===== src/sv/optrk_pkg.sv =====
// Shared definitions for the outstanding packet identifier tracker.
// Holds default sizes, request codes and the result status type.
// No dependencies.
package optrk_pkg;

	localparam int unsigned TABLE_DEPTH_DEF = 16;
	localparam int unsigned ID_WIDTH_DEF    = 16;

	// Width of the remaining-count result field.
	localparam int unsigned REM_W = 5;

	// Request codes carried on req_type.
	localparam logic [1:0] REQ_REGISTER   = 2'd0;
	localparam logic [1:0] REQ_UNREGISTER = 2'd1;
	localparam logic [1:0] REQ_CLEAR      = 2'd2;

	typedef enum logic [2:0] {
		ST_DONE    = 3'd0,
		ST_ZERO    = 3'd1,
		ST_DUP     = 3'd2,
		ST_UNKNOWN = 3'd3,
		ST_FULL    = 3'd4
	} status_t;

endpackage


===== src/sv/optrk_id_ram.sv =====
// Identifier store for the tracker: one write port, one read port, registered read data.
// Takes its default sizes from optrk_pkg.
module optrk_id_ram #(
	parameter int unsigned DEPTH = optrk_pkg::TABLE_DEPTH_DEF,
	parameter int unsigned WIDTH = optrk_pkg::ID_WIDTH_DEF,
	localparam int unsigned AW = (DEPTH > 1) ? $clog2(DEPTH) : 1
) (
	input  logic             clk,
	input  logic             we,
	input  logic [AW-1:0]    waddr,
	input  logic [WIDTH-1:0] wdata,
	input  logic [AW-1:0]    raddr,
	output logic [WIDTH-1:0] rdata
);

	logic [WIDTH-1:0] mem [DEPTH];

	always_ff @(posedge clk) begin
		if (we) begin
			mem[waddr] <= wdata;
		end
		rdata <= mem[raddr];
	end

endmodule


===== src/sv/outstanding_packet_id_tracker_top.sv =====
// Outstanding packet identifier tracker: each request registers, unregisters or clears
// identifiers held in a TABLE_DEPTH-entry table and returns one result with a status, the
// count still held and an all-sent flag. Every request walks the whole table through the
// identifier RAM, one slot per cycle, before the next input transfer is taken; the result
// transfer is buffered in an output register, so the next request may be accepted while it
// waits. A register goes into the lowest free slot. There is no clearing pass after reset:
// slot valid bits are flip-flops that reset clears at once.
// Depends on optrk_pkg and optrk_id_ram.
module outstanding_packet_id_tracker_top #(
	parameter int unsigned TABLE_DEPTH = optrk_pkg::TABLE_DEPTH_DEF,
	parameter int unsigned ID_WIDTH    = optrk_pkg::ID_WIDTH_DEF
) (
	input  logic                           clk,
	input  logic                           arst_n,
	input  logic                           in_valid,
	output logic                           in_ready,
	input  logic [1:0]                     req_type,
	input  logic [ID_WIDTH-1:0]            packet_id,
	output logic                           out_valid,
	input  logic                           out_ready,
	output logic [2:0]                     status,
	output logic [optrk_pkg::REM_W-1:0]    remaining,
	output logic                           all_sent
);

	localparam int unsigned IDX_W = (TABLE_DEPTH > 1) ? $clog2(TABLE_DEPTH) : 1;
	localparam int unsigned CNT_W = $clog2(TABLE_DEPTH + 1);
	localparam int unsigned REM_W = optrk_pkg::REM_W;

	typedef enum logic [1:0] {
		S_IDLE,
		S_SCAN,
		S_DONE
	} state_t;

	state_t                    state_q;
	logic [1:0]                req_q;
	logic [ID_WIDTH-1:0]       id_q;
	logic [CNT_W-1:0]          issue_q;
	logic                      rd_vld_s1;
	logic [IDX_W-1:0]          rd_idx_s1;
	logic [ID_WIDTH-1:0]       rd_data_s1;
	logic                      found_q;
	logic [IDX_W-1:0]          hit_idx_q;
	logic                      free_q;
	logic [IDX_W-1:0]          free_idx_q;
	logic [TABLE_DEPTH-1:0]    slot_valid_q;
	logic [CNT_W-1:0]          held_count_q;
	optrk_pkg::status_t        res_status_q;
	optrk_pkg::status_t        status_q;
	logic [REM_W-1:0]          remaining_q;
	logic                      all_sent_q;
	logic                      out_valid_q;

	logic                      decide;
	logic                      slot_hit;
	logic                      slot_free;
	optrk_pkg::status_t        dec_status;
	logic                      dec_set;
	logic                      dec_clr;
	logic                      dec_clr_all;
	logic [CNT_W-1:0]          cnt_next;
	logic [CNT_W+REM_W-1:0]    cnt_ext;

	optrk_id_ram #(
		.DEPTH (TABLE_DEPTH),
		.WIDTH (ID_WIDTH)
	) u_id_ram (
		.clk   (clk),
		.we    (decide && dec_set),
		.waddr (free_idx_q),
		.wdata (id_q),
		.raddr (issue_q[IDX_W-1:0]),
		.rdata (rd_data_s1)
	);

	// The decision is taken once the last read has been compared.
	assign decide = (state_q == S_SCAN) && (issue_q == CNT_W'(TABLE_DEPTH)) && !rd_vld_s1;

	assign slot_hit  = slot_valid_q[rd_idx_s1] && (rd_data_s1 == id_q);
	assign slot_free = !slot_valid_q[rd_idx_s1];

	always_comb begin
		dec_status  = optrk_pkg::ST_DONE;
		dec_set     = 1'b0;
		dec_clr     = 1'b0;
		dec_clr_all = 1'b0;
		cnt_next    = held_count_q;
		case (req_q)
			optrk_pkg::REQ_REGISTER: begin
				if (id_q == '0) begin
					dec_status = optrk_pkg::ST_ZERO;
				end else if (found_q) begin
					dec_status = optrk_pkg::ST_DUP;
				end else if (!free_q) begin
					dec_status = optrk_pkg::ST_FULL;
				end else begin
					dec_set  = 1'b1;
					cnt_next = held_count_q + CNT_W'(1);
				end
			end
			optrk_pkg::REQ_UNREGISTER: begin
				if (!found_q) begin
					dec_status = optrk_pkg::ST_UNKNOWN;
				end else begin
					dec_clr  = 1'b1;
					cnt_next = held_count_q - CNT_W'(1);
				end
			end
			optrk_pkg::REQ_CLEAR: begin
				dec_clr_all = 1'b1;
				cnt_next    = '0;
			end
			default: begin
			end
		endcase
	end

	assign cnt_ext = {{REM_W{1'b0}}, held_count_q};

	always_ff @(posedge clk or negedge arst_n) begin
		if (!arst_n) begin
			state_q      <= S_IDLE;
			req_q        <= '0;
			id_q         <= '0;
			issue_q      <= '0;
			rd_vld_s1    <= 1'b0;
			rd_idx_s1    <= '0;
			found_q      <= 1'b0;
			hit_idx_q    <= '0;
			free_q       <= 1'b0;
			free_idx_q   <= '0;
			slot_valid_q <= '0;
			held_count_q <= '0;
			res_status_q <= optrk_pkg::ST_DONE;
			status_q     <= optrk_pkg::ST_DONE;
			remaining_q  <= '0;
			all_sent_q   <= 1'b1;
			out_valid_q  <= 1'b0;
		end else begin
			// In the result stage a new result takes the register in the same cycle.
			if (out_valid_q && out_ready && (state_q != S_DONE)) begin
				out_valid_q <= 1'b0;
			end
			unique case (state_q)
				S_IDLE: begin
					if (in_valid) begin
						req_q   <= req_type;
						id_q    <= packet_id;
						issue_q <= '0;
						found_q <= 1'b0;
						free_q  <= 1'b0;
						state_q <= S_SCAN;
					end
				end
				S_SCAN: begin
					rd_vld_s1 <= (issue_q != CNT_W'(TABLE_DEPTH));
					rd_idx_s1 <= issue_q[IDX_W-1:0];
					if (issue_q != CNT_W'(TABLE_DEPTH)) begin
						issue_q <= issue_q + CNT_W'(1);
					end
					// Keep the first match and the lowest free slot seen by the walk.
					if (rd_vld_s1) begin
						if (slot_hit && !found_q) begin
							found_q   <= 1'b1;
							hit_idx_q <= rd_idx_s1;
						end
						if (slot_free && !free_q) begin
							free_q     <= 1'b1;
							free_idx_q <= rd_idx_s1;
						end
					end
					if (decide) begin
						if (dec_clr_all) begin
							slot_valid_q <= '0;
						end else if (dec_set) begin
							slot_valid_q[free_idx_q] <= 1'b1;
						end else if (dec_clr) begin
							slot_valid_q[hit_idx_q] <= 1'b0;
						end
						held_count_q <= cnt_next;
						res_status_q <= dec_status;
						state_q      <= S_DONE;
					end
				end
				S_DONE: begin
					if (!out_valid_q || out_ready) begin
						status_q    <= res_status_q;
						remaining_q <= cnt_ext[REM_W-1:0];
						all_sent_q  <= (held_count_q == '0);
						out_valid_q <= 1'b1;
						state_q     <= S_IDLE;
					end
				end
				default: begin
					state_q <= S_IDLE;
				end
			endcase
		end
	end

	assign in_ready  = (state_q == S_IDLE);
	assign out_valid = out_valid_q;
	assign status    = status_q;
	assign remaining = remaining_q;
	assign all_sent  = all_sent_q;

`ifndef ASSERT_OFF
	a_count_matches_valid: assert property (@(posedge clk) disable iff (!arst_n)
		$countones(slot_valid_q) == int'(held_count_q))
		else $error("held count differs from the number of valid slots");

	a_count_in_range: assert property (@(posedge clk) disable iff (!arst_n)
		held_count_q <= CNT_W'(TABLE_DEPTH))
		else $error("held count exceeds the table depth");

	a_all_sent_flag: assert property (@(posedge clk) disable iff (!arst_n)
		out_valid_q |-> (all_sent_q == (remaining_q == '0)) || (TABLE_DEPTH > 31))
		else $error("all-sent flag disagrees with the remaining count");

	a_scan_before_result: assert property (@(posedge clk) disable iff (!arst_n)
		(state_q == S_DONE) |-> $past(state_q == S_SCAN) || $past(state_q == S_DONE))
		else $error("result stage entered without a table walk");
`endif

endmodule


===== config.mk =====
export PLATFORM = sky130hd
export DESIGN_NAME = outstanding_packet_id_tracker_top
export DESIGN_NICKNAME = d
export VERILOG_FILES = /design/src/sv/optrk_pkg.sv /design/src/sv/optrk_id_ram.sv /design/src/sv/outstanding_packet_id_tracker_top.sv
export SDC_FILE = /design/constraint.sdc
export NUM_CORES = 1
export LEC_CHECK = 0
export BUFFER_PORTS_ARGS = -buffer_cell sky130_fd_sc_hd__buf_2
export CORE_MARGIN = 2
export CORE_UTILIZATION = 60
export CTS_CLUSTER_SIZE = 10
export DETAILED_ROUTE_END_ITERATION = 16
export PLACE_DENSITY = 0.77
export SLEW_MARGIN = 20
export SYNTH_ARGS = -nofsm -noshare
export SYNTH_HDL_FRONTEND = slang
export SYNTH_HIERARCHICAL = 1
export SYNTH_SLANG_ARGS = --single-unit

===== constraint.sdc =====
create_clock -name clk -period 5.65 [get_ports clk]
set_clock_uncertainty 0.05 [all_clocks]
set_input_delay 0.565 -clock clk [delete_from_list [all_inputs] [get_ports clk]]
set_output_delay 0.565 -clock clk [all_outputs]
set_load 0.05 [all_outputs]

==> results of run 1 <==
worst max path at each step:
stage                     from              endpoint  slack [ps]
floorplan           issue_q[0]    u_id_ram/mem[0][0]        1410
global placement    issue_q[0]  u_id_ram/mem[12][13]        1810
detailed placement  issue_q[0]  u_id_ram/mem[12][13]        1650
CTS                 issue_q[0]  u_id_ram/mem[12][13]        1640
global route        issue_q[0]  u_id_ram/mem[12][13]        1390
finish              issue_q[0]  u_id_ram/mem[12][13]        1530
layer usage:
metal	wire, um	share of wire
met5	0	0
met4	1070	0.034
met3	2740	0.088
met2	15700	0.50
met1	11700	0.37
cell usage in the layout, fill, tap and decap left out, types with 15 or more instances in the layout:
cell type / n
nor3_1: 18
edfxtp_1: 256
dfxtp_1: 16
clkbuf_1: 30
mux4_2: 59
clkbuf_16: 41
xnor2_1: 15
buf_4: 30
dfrtp_1: 71
buf_2: 31
nand2_1: 101
a31oi_1: 17
a22oi_1: 32
mux2_2: 16
nor2_1: 26
flip-flops by register name, summed over array words and instances (netlist names), 2 cells and up:
| register | flops |
|---|---|
| free_idx_q | 4 |
| held_count_q | 5 |
| hit_idx_q | 4 |
| id_q | 16 |
| issue_q | 5 |
| rd_idx_s1 | 4 |
| remaining | 5 |
| req_q | 2 |
| res_status_q | 3 |
| slot_valid_q | 16 |
| state_q | 2 |
| status | 3 |
| u_id_ram/mem | 256 |
| u_id_ram/rdata | 16 |
cell type report:
type	instances	area, sq um
flip-flops and latches	346	9870
clock buffers	71	1140
repair buffers	61	380
inverters	8	30.0
clock inverters	3	45.0
multi-input cells	413	3770
well taps	285	357
fillers	1350	7050
cells by family after synthesis:
logic type / count (synthesis) / synth area share
fa+ha+maj: 6 / 0.00597
xor+xnor: 20 / 0.0127
simple gates: 206 / 0.0713
compound gates: 94 / 0.0506
buf+inv: 46 / 0.0167
flops: 346 / 0.713
mux: 87 / 0.130
power groups by stage:
stage                     clock, mW  sequential [mW]  combinational [mW]
final                          2.33             3.62                1.84
after global placement            0             3.62                1.75
after CTS                      2.35             3.62                1.84
after floorplan                   0             3.52                1.40
after detailed placement          0             3.66                1.80
after global routing           2.45             3.68                1.98
==> flow_summary.json, run 1 <==
{
  "outcome": "finished, final reports clean",
  "design.portCount": 33,
  "post_route_cells_drive_above_1_share": 0.226,
  "path_clk_slew_ps": 60,
  "report.final.setup_viol": 0,
  "switching_share": 0.310,
  "postLayoutCoreUtil": 0.688,
  "globalRouteMet1Util": 0.356,
  "total_leakage_power_nw": 5.63,
  "synth_top_area_frac": 0.556,
  "final_period_minus_worst_setup_slack_ps": 4120,
  "gr-max-usage-layer": "met2",
  "first_global_vias": 8102,
  "regToRegSetupSlack_ps": 1530,
  "crit_path_start_kind": "flip-flop",
  "async_flop_share": 0.214,
  "critical_path_required_ps": 5810,
  "vdd_ir_drop_max_v": 0.000534,
  "syn_nets": 833,
  "die_area_sq_um": 24300,
  "grt_setup_unrepaired": "no",
  "comb_power_share": 0.236,
  "areaGrowthSynthToFinish_pct": 12.7,
  "worst_hold_path_type": "input port to asynchronous set/reset pin",
  "cp_slowest_stage_delay_ps": 780,
  "synth-seq-cells": 346,
  "inst_count_dp": 1113,
  "synthFlopType": "edfxtp_1",
  "finalNetCount": 898,
  "route.detailed.wl_per_inst_um": 26.3,
  "postLayoutSetupSlackWorst_ps": 1530,
  "tritoncts.num_buffers": 40,
  "grt_use_met3": 0.0539,
  "floorplan.die.height_um": 156,
  "yosys_top_cell_by_area": "edfxtp_1",
  "seq_area_frac_synth": 0.713,
  "path_length_in_cells_of_the_critical_path": 9,
  "detailedRoute.firstIterationViolations": 852,
  "place_worst_setup_slack_ps": 1650,
  "net-switching-power_mw": 2.41,
  "yosys-top-cells-count": "256 x edfxtp_1, 101 x nand2_1, 73 x dfrtp_1",
  "crit_path_cell_trace": "inv_1, ha_1, or4bb_1, or3_1, nand3b_4, nor2_1, nand3_1, nor3_2, buf_4",
  "criticalPathCategory": "flip-flop to flip-flop",
  "power.density_nw_per_um2": 499,
  "cts.root.buffer_cell": "clkbuf_16",
  "timing.rr.end": "u_id_ram/mem[12][13]",
  "post-cts-setup-buffer-count": 0,
  "synth.lib_cells_used.distinct": 51,
  "design_power_total_mw": 7.78,
  "synth_area_per_cell_sq_um": 17.2,
  "post_dp_cell_area_sq_um": 14400,
  "max-clock-path-buffers": 3,
  "use_met2": 0.443,
  "power_frac_seq": 0.465,
  "core_footprint_sq_um": 22600,
  "route.vias.total": 7680,
  "crit_family": "simple AND/OR/NAND/NOR gates",
  "timing_max_transition_violations_final": 0,
  "dieWidth_um": 156,
  "synth-edff-count": 256,
  "cts_tree": "done",
  "crit_path_top_delay_cell": "nor3_2",
  "grt_first_pass_wirelength_mm": 47.6,
  "clkLatencyLatePin_ps": 530,
  "grt_antenna_before_repair": 0,
  "synth_warnings": 6,
  "rows": 55,
  "depth_of_the_cts_h_tree": 2,
  "final-instance-count-excl-fill": 1187,
  "cts_hold_buf": 0,
  "timing_hold_violations_final": 0,
  "grt_overflow": 0,
  "reg2reg_depth": 9,
  "route.antenna.remaining_nets": 0,
  "finalHoldWorstSlack_ps": 113,
  "yosys-top-cells-area": "edfxtp_1 56%, dfrtp_1 13%, mux4_2 9.6%",
  "setup.worst_path.end_class": "flip-flop",
  "regToRegStartpoint": "issue_q[0]",
  "remaining_drc_errors": 0,
  "tightest_slew_ps": 1110,
  "place.gp.congestion": 0.870,
  "timing.slew.headroom": 0.261,
  "port-buffer-count": 32,
  "yosysMostFrequentCell": "edfxtp_1",
  "initial_utilization": 0.611,
  "synthCells": 805,
  "routed_wl_mm": 31.2,
  "p_clk_frac": 0.299,
  "finalInstanceArea_sq_um": 15600,
  "insertedDiodeCount": 0,
  "synthesis.area_sq_um": 13800,
  "clk_sink_count": 346,
  "drt_pre_antenna_iters": 8,
  "cts_repair_resize_count": 0,
  "post-dp-hpwl_mm": 18.2,
  "internal_power_mw": 5.37,
  "max_freq_mhz": 243,
  "crit_path_max_fanout": 17,
  "groute.usage.overall": 0.267,
  "drv_cap": 0,
  "final_min_period_over_clock_period": 0.729,
  "fin_setup_tns_ps": 0,
  "via_density_per_instance": 6.47,
  "cp_num_buf_inv": 2,
  "grt_start_max_net_pins": 75,
  "arrival_time_worst_endpoint_ps": 4280
}
Note: power is estimated with default switching activity, not from simulation.
==> inputs of run 2 (changes only) <==
==> constraint.sdc (replaced) <==
create_clock -name clk -period 4.1 [get_ports clk]
set_clock_uncertainty 0.05 [all_clocks]
set_input_delay 0.41 -clock clk [delete_from_list [all_inputs] [get_ports clk]]
set_output_delay 0.41 -clock clk [all_outputs]
set_load 0.05 [all_outputs]
==> flow_summary.json, run 2 (synthesis results as in run 1) <==
{
  "design_power_total_mw": 10.9,
  "max_flop_register": "u_id_ram/mem",
  "criticalPathCategory": "flip-flop to flip-flop",
  "crit_path_start_kind": "flip-flop",
  "final-instance-count-excl-fill": 1195,
  "place_worst_setup_slack_ps": 395,
  "grt_first_pass_wirelength_mm": 46.7,
  "vdd_ir_drop_max_v": 0.000606,
  "die_area_sq_um": 24300,
  "timing_hold_violations_final": 0,
  "cts_hold_buf": 0,
  "regToRegStartpoint": "issue_q[0]",
  "initial_utilization": 0.611,
  "place.gp.congestion": 0.820,
  "areaGrowthSynthToFinish_pct": 13.0,
  "route.antenna.remaining_nets": 0,
  "detailedRoute.firstIterationViolations": 799,
  "clk_sink_count": 346,
  "finalNetCount": 908,
  "timing.rr.end": "u_id_ram/mem[0][2]",
  "setup.worst_path.end_class": "flip-flop",
  "first_global_vias": 8024,
  "mostFrequentLayoutCells": "256 x edfxtp_1, 101 x nand2_1, 71 x dfrtp_1, 59 x mux4_2",
  "critical_path_required_ps": 4240,
  "max_freq_mhz": 267,
  "rows": 55,
  "grt_start_max_net_pins": 75,
  "arrival_time_worst_endpoint_ps": 3890,
  "grt_antenna_before_repair": 0,
  "depth_of_the_cts_h_tree": 2,
  "critical_path.endpoint": "u_id_ram/mem[0][2]",
  "post_route_cells_drive_above_1_share": 0.235,
  "drv_cap": 0,
  "grt_overflow": 0,
  "post-dp-hpwl_mm": 18.6,
  "final_period_minus_worst_setup_slack_ps": 3750,
  "floorplan.die.height_um": 156,
  "inst_count_dp": 1123,
  "core_footprint_sq_um": 22600,
  "total_leakage_power_nw": 5.65,
  "crit_path_top_delay_cell": "or3b_2",
  "crit_path_cell_trace": "inv_1, ha_1, or4bb_1, or3_1, nand3b_4, nor2_1, or3b_2, nor3_2, buf_4",
  "outcome": "finished, final reports clean",
  "reg2reg_depth": 9,
  "cts_repair_resize_count": 0,
  "number_of_flip_flops_in_the_largest_register": 256,
  "critical_path.startpoint": "issue_q[0]",
  "crit_path_max_fanout": 17,
  "route.vias.total": 7740,
  "worst_hold_path_type": "input port to asynchronous set/reset pin",
  "port-buffer-count": 32,
  "tritoncts.num_buffers": 40,
  "timing_max_transition_violations_final": 0,
  "report.final.setup_viol": 0,
  "power.density_nw_per_um2": 695,
  "cts_tree": "done",
  "final_min_period_over_clock_period": 0.915,
  "route.detailed.wl_per_inst_um": 25.2,
  "postLayoutSetupSlackWorst_ps": 350,
  "insertedDiodeCount": 0,
  "cts.root.buffer_cell": "clkbuf_16",
  "clkLatencyLatePin_ps": 520,
  "fin_setup_tns_ps": 0,
  "cp_slowest_stage_delay_ps": 550,
  "post-cts-setup-buffer-count": 0,
  "design.portCount": 33,
  "drt_pre_antenna_iters": 5,
  "timing.slew.headroom": 0.284,
  "max-clock-path-buffers": 3,
  "path_clk_slew_ps": 50,
  "tightest_slew_ps": 1070,
  "dieWidth_um": 156,
  "groute.usage.overall": 0.260,
  "layout.cells.most_common": "edfxtp_1",
  "regToRegSetupSlack_ps": 350,
  "grt_setup_unrepaired": "no",
  "routed_wl_mm": 30.2,
  "remaining_drc_errors": 0,
  "via_density_per_instance": 6.48,
  "finalHoldWorstSlack_ps": 3.02
}
## run 2: cell type report
type                            instances  area [sq um]
Multi-Input combinational cell        413          3760
Clock buffer                           70          1120
Timing Repair Buffer                   71           455
Inverter                                8          30.0
Fill cell                            1415          7020
Clock inverter                          2          25.0
Sequential cell                       346          9870
Tap cell                              285           357
## run 2: worst min-delay path by stage
stage | from | endpoint | cells after the start
after floorplan | arst_n | found_q | 0
after global placement | slot_valid_q[9] | slot_valid_q[9] | 1
after detailed placement | slot_valid_q[6] | slot_valid_q[6] | 1
after CTS | packet_id[1] | id_q[1] | 3
after global routing | packet_id[6] | id_q[6] | 3
final | arst_n | held_count_q[0] | 1
## run 2: layer usage
layer | routed length, um | vias up | share of wire | GRT usage
met1 | 12000 | 3977 | 0.40 | 0.361
li1 | - | 3329 | - | -
met4 | 842 | 0 | 0.028 | 0.0834
met5 | 0 | - | 0 | 0
met3 | 2570 | 62 | 0.085 | 0.0572
met2 | 14700 | 372 | 0.49 | 0.421
## run 2: worst max-delay path: cells and delay by family, from the launching register on
kind	cells	cell delay (ps)
adder cells (fa/ha/maj)	1	180
buffers and inverters	2	390
flip-flops	1	470
AND/OR/NAND/NOR	6	2340
## run 2: stage by stage
stage          cell area [sq um]   util
6_report                   15600  0.690
5_1_grt                    15600  0.690
4_1_cts                    15600  0.690
3_5_place_dp               14500  0.639
3_3_place_gp               14500  0.639
2_1_floorplan              13800      -
## run 2: where the power goes
| part | total (mW) | switching (mW) | internal, mW |
|---|---|---|---|
| Clock | 3.13 | 1.28 | 1.85 |
| Combinational | 3.01 | 1.81 | 1.20 |
| Sequential | 4.72 | 0.323 | 4.40 |
==> inputs of run 3 (changes only) <==
--- a/config.mk
+++ b/config.mk
@@ -7,10 +7,10 @@
 export LEC_CHECK = 0
 export BUFFER_PORTS_ARGS = -buffer_cell sky130_fd_sc_hd__buf_2
 export CORE_MARGIN = 2
-export CORE_UTILIZATION = 60
+export CORE_UTILIZATION = 56
 export CTS_CLUSTER_SIZE = 10
 export DETAILED_ROUTE_END_ITERATION = 16
-export PLACE_DENSITY = 0.77
+export PLACE_DENSITY = 0.75
 export SLEW_MARGIN = 20
 export SYNTH_ARGS = -nofsm -noshare
 export SYNTH_HDL_FRONTEND = slang
==> constraint.sdc (replaced) <==
create_clock -name clk -period 3.1 [get_ports clk]
set_clock_uncertainty 0.05 [all_clocks]
set_input_delay 0.31 -clock clk [delete_from_list [all_inputs] [get_ports clk]]
set_output_delay 0.31 -clock clk [all_outputs]
set_load 0.05 [all_outputs]
==> flow_summary.json, run 3 (synthesis results as in run 1) <==
{
  "place.gp.congestion": 0.960,
  "floorplan.die.height_um": 161,
  "design.portCount": 33,
  "regToRegStartpoint": "issue_q[0]",
  "remaining_drc_errors": 0,
  "vdd_ir_drop_max_v": 0.000609,
  "insertedDiodeCount": 0,
  "post-dp-hpwl_mm": 20.3,
  "clk_sink_count": 346,
  "grt_start_max_net_pins": 75,
  "internal_power_mw": 9.95,
  "critical_path.endpoint": "u_id_ram/mem[0][7]",
  "timing.rr.end": "u_id_ram/mem[0][7]",
  "comb_power_share": 0.291,
  "die_area_sq_um": 26000,
  "post_route_cells_drive_above_1_share": 0.255,
  "cts_tree": "done",
  "timing.slew.headroom": 0.265,
  "reg2reg_depth": 9,
  "final_min_period_over_clock_period": 0.977,
  "groute.usage.overall": 0.253,
  "path_clk_slew_ps": 50,
  "clkLatencyLatePin_ps": 530,
  "crit_path_start_kind": "flip-flop",
  "detailedRoute.firstIterationViolations": 852,
  "outcome": "finished, final reports clean",
  "max_flop_register": "u_id_ram/mem",
  "power_frac_seq": 0.425,
  "grt_overflow": 0,
  "tightest_slew_ps": 1100,
  "worst_hold_path_type": "input port to flip-flop",
  "power.density_nw_per_um2": 908,
  "arrival_time_worst_endpoint_ps": 3220,
  "core_footprint_sq_um": 24200,
  "finalHoldWorstSlack_ps": 35.8,
  "grt_first_pass_wirelength_mm": 48.2,
  "crit_path_max_fanout": 8,
  "rows": 57,
  "route.vias.total": 7798,
  "finalNetCount": 942,
  "total_leakage_power_nw": 5.86,
  "final_period_minus_worst_setup_slack_ps": 3030,
  "layout.cells.most_common": "edfxtp_1",
  "drt_pre_antenna_iters": 5,
  "first_global_vias": 8132,
  "switching_share": 0.326,
  "route.antenna.remaining_nets": 0,
  "critical_path_required_ps": 3290,
  "via_density_per_instance": 6.14,
  "timing_hold_violations_final": 0,
  "areaGrowthSynthToFinish_pct": 17.7,
  "number_of_flip_flops_in_the_largest_register": 256,
  "max-clock-path-buffers": 3,
  "p_clk_frac": 0.284,
  "net-switching-power_mw": 4.82,
  "report.final.setup_viol": 0,
  "route.detailed.wl_per_inst_um": 25.4,
  "grt_antenna_before_repair": 0,
  "initial_utilization": 0.570,
  "setup.worst_path.end_class": "flip-flop",
  "max_freq_mhz": 330,
  "cts.root.buffer_cell": "clkbuf_16",
  "fin_setup_tns_ps": 0,
  "drv_cap": 0,
  "port-buffer-count": 32,
  "regToRegSetupSlack_ps": 70,
  "dieWidth_um": 161,
  "mostFrequentLayoutCells": "256 x edfxtp_1, 101 x nand2_1, 71 x dfrtp_1, 59 x mux4_2, 42 x clkbuf_16",
  "depth_of_the_cts_h_tree": 2,
  "routed_wl_mm": 32.2,
  "criticalPathCategory": "flip-flop to flip-flop",
  "timing_max_transition_violations_final": 0,
  "critical_path.startpoint": "issue_q[0]",
  "design_power_total_mw": 14.8,
  "tritoncts.num_buffers": 40
}
## run 3: power by group through the flow
stage	logic [mW]	registers [mW]	clock network [mW]
after CTS	4.24	6.26	4.25
after detailed placement	4.20	6.34	0
after global placement	4.03	6.32	0
after floorplan	2.58	6.44	0
after global routing	4.59	6.31	4.46
final	4.30	6.28	4.19
## run 3: cell type report
| cell class | count | area, sq um |
|---|---|---|
| clock buffer | 71 | 1140 |
| clock inverter | 2 | 17.5 |
| fill | 1616 | 7980 |
| inverter | 8 | 32.5 |
| multi-input combinational | 413 | 3850 |
| sequential | 346 | 9870 |
| tap | 324 | 405 |
| timing repair buffer | 105 | 956 |
## run 3: layer usage
layer  share of wire  global-route usage  vias up
met4           0.034              0.0958        0
met1            0.37               0.322     3988
met2            0.51               0.436      352
met3           0.076              0.0493       73
met5               0                   0        -
li1                -                   -     3385
## run 3: worst min path at each step
stage	to	slack, ps	cells past startpoint	start
2_1_floorplan	found_q	-40	0	arst_n
3_3_place_gp	slot_valid_q[7]	420	1	slot_valid_q[7]
3_5_place_dp	slot_valid_q[12]	420	1	slot_valid_q[12]
4_1_cts	out_valid	20	3	out_ready
5_1_grt	out_valid	50	3	out_ready
6_report	out_valid	40	3	out_ready
## run 3: critical path: stages (launching register included)
cell	delay [ps]
dfrtp_4	490
inv_4	80
ha_4	130
or4bb_4	470
or3_4	350
nand3b_4	180
nor2_4	110
or3b_4	420
nor3_4	250
clkbuf_16	220
## run 3: through the flow
step	utilization	setup WS [ps]	cell area, sq um	instances
2_1_floorplan	-	-253	13900	805
3_3_place_gp	0.611	132	14800	1173
3_5_place_dp	0.611	52.3	14800	1173
4_1_cts	0.666	15.2	16200	1264
5_1_grt	0.671	-9.38	16300	1269
6_report	0.671	71.1	16300	1269
## run 3: timing repair
item,4_1_cts,5_1_grt
hold buffers,18,0
endpoints found under the hold margin,90,0
gates resized for setup,0,11
buffers inserted,0,4
setup endpoints to repair,0,134
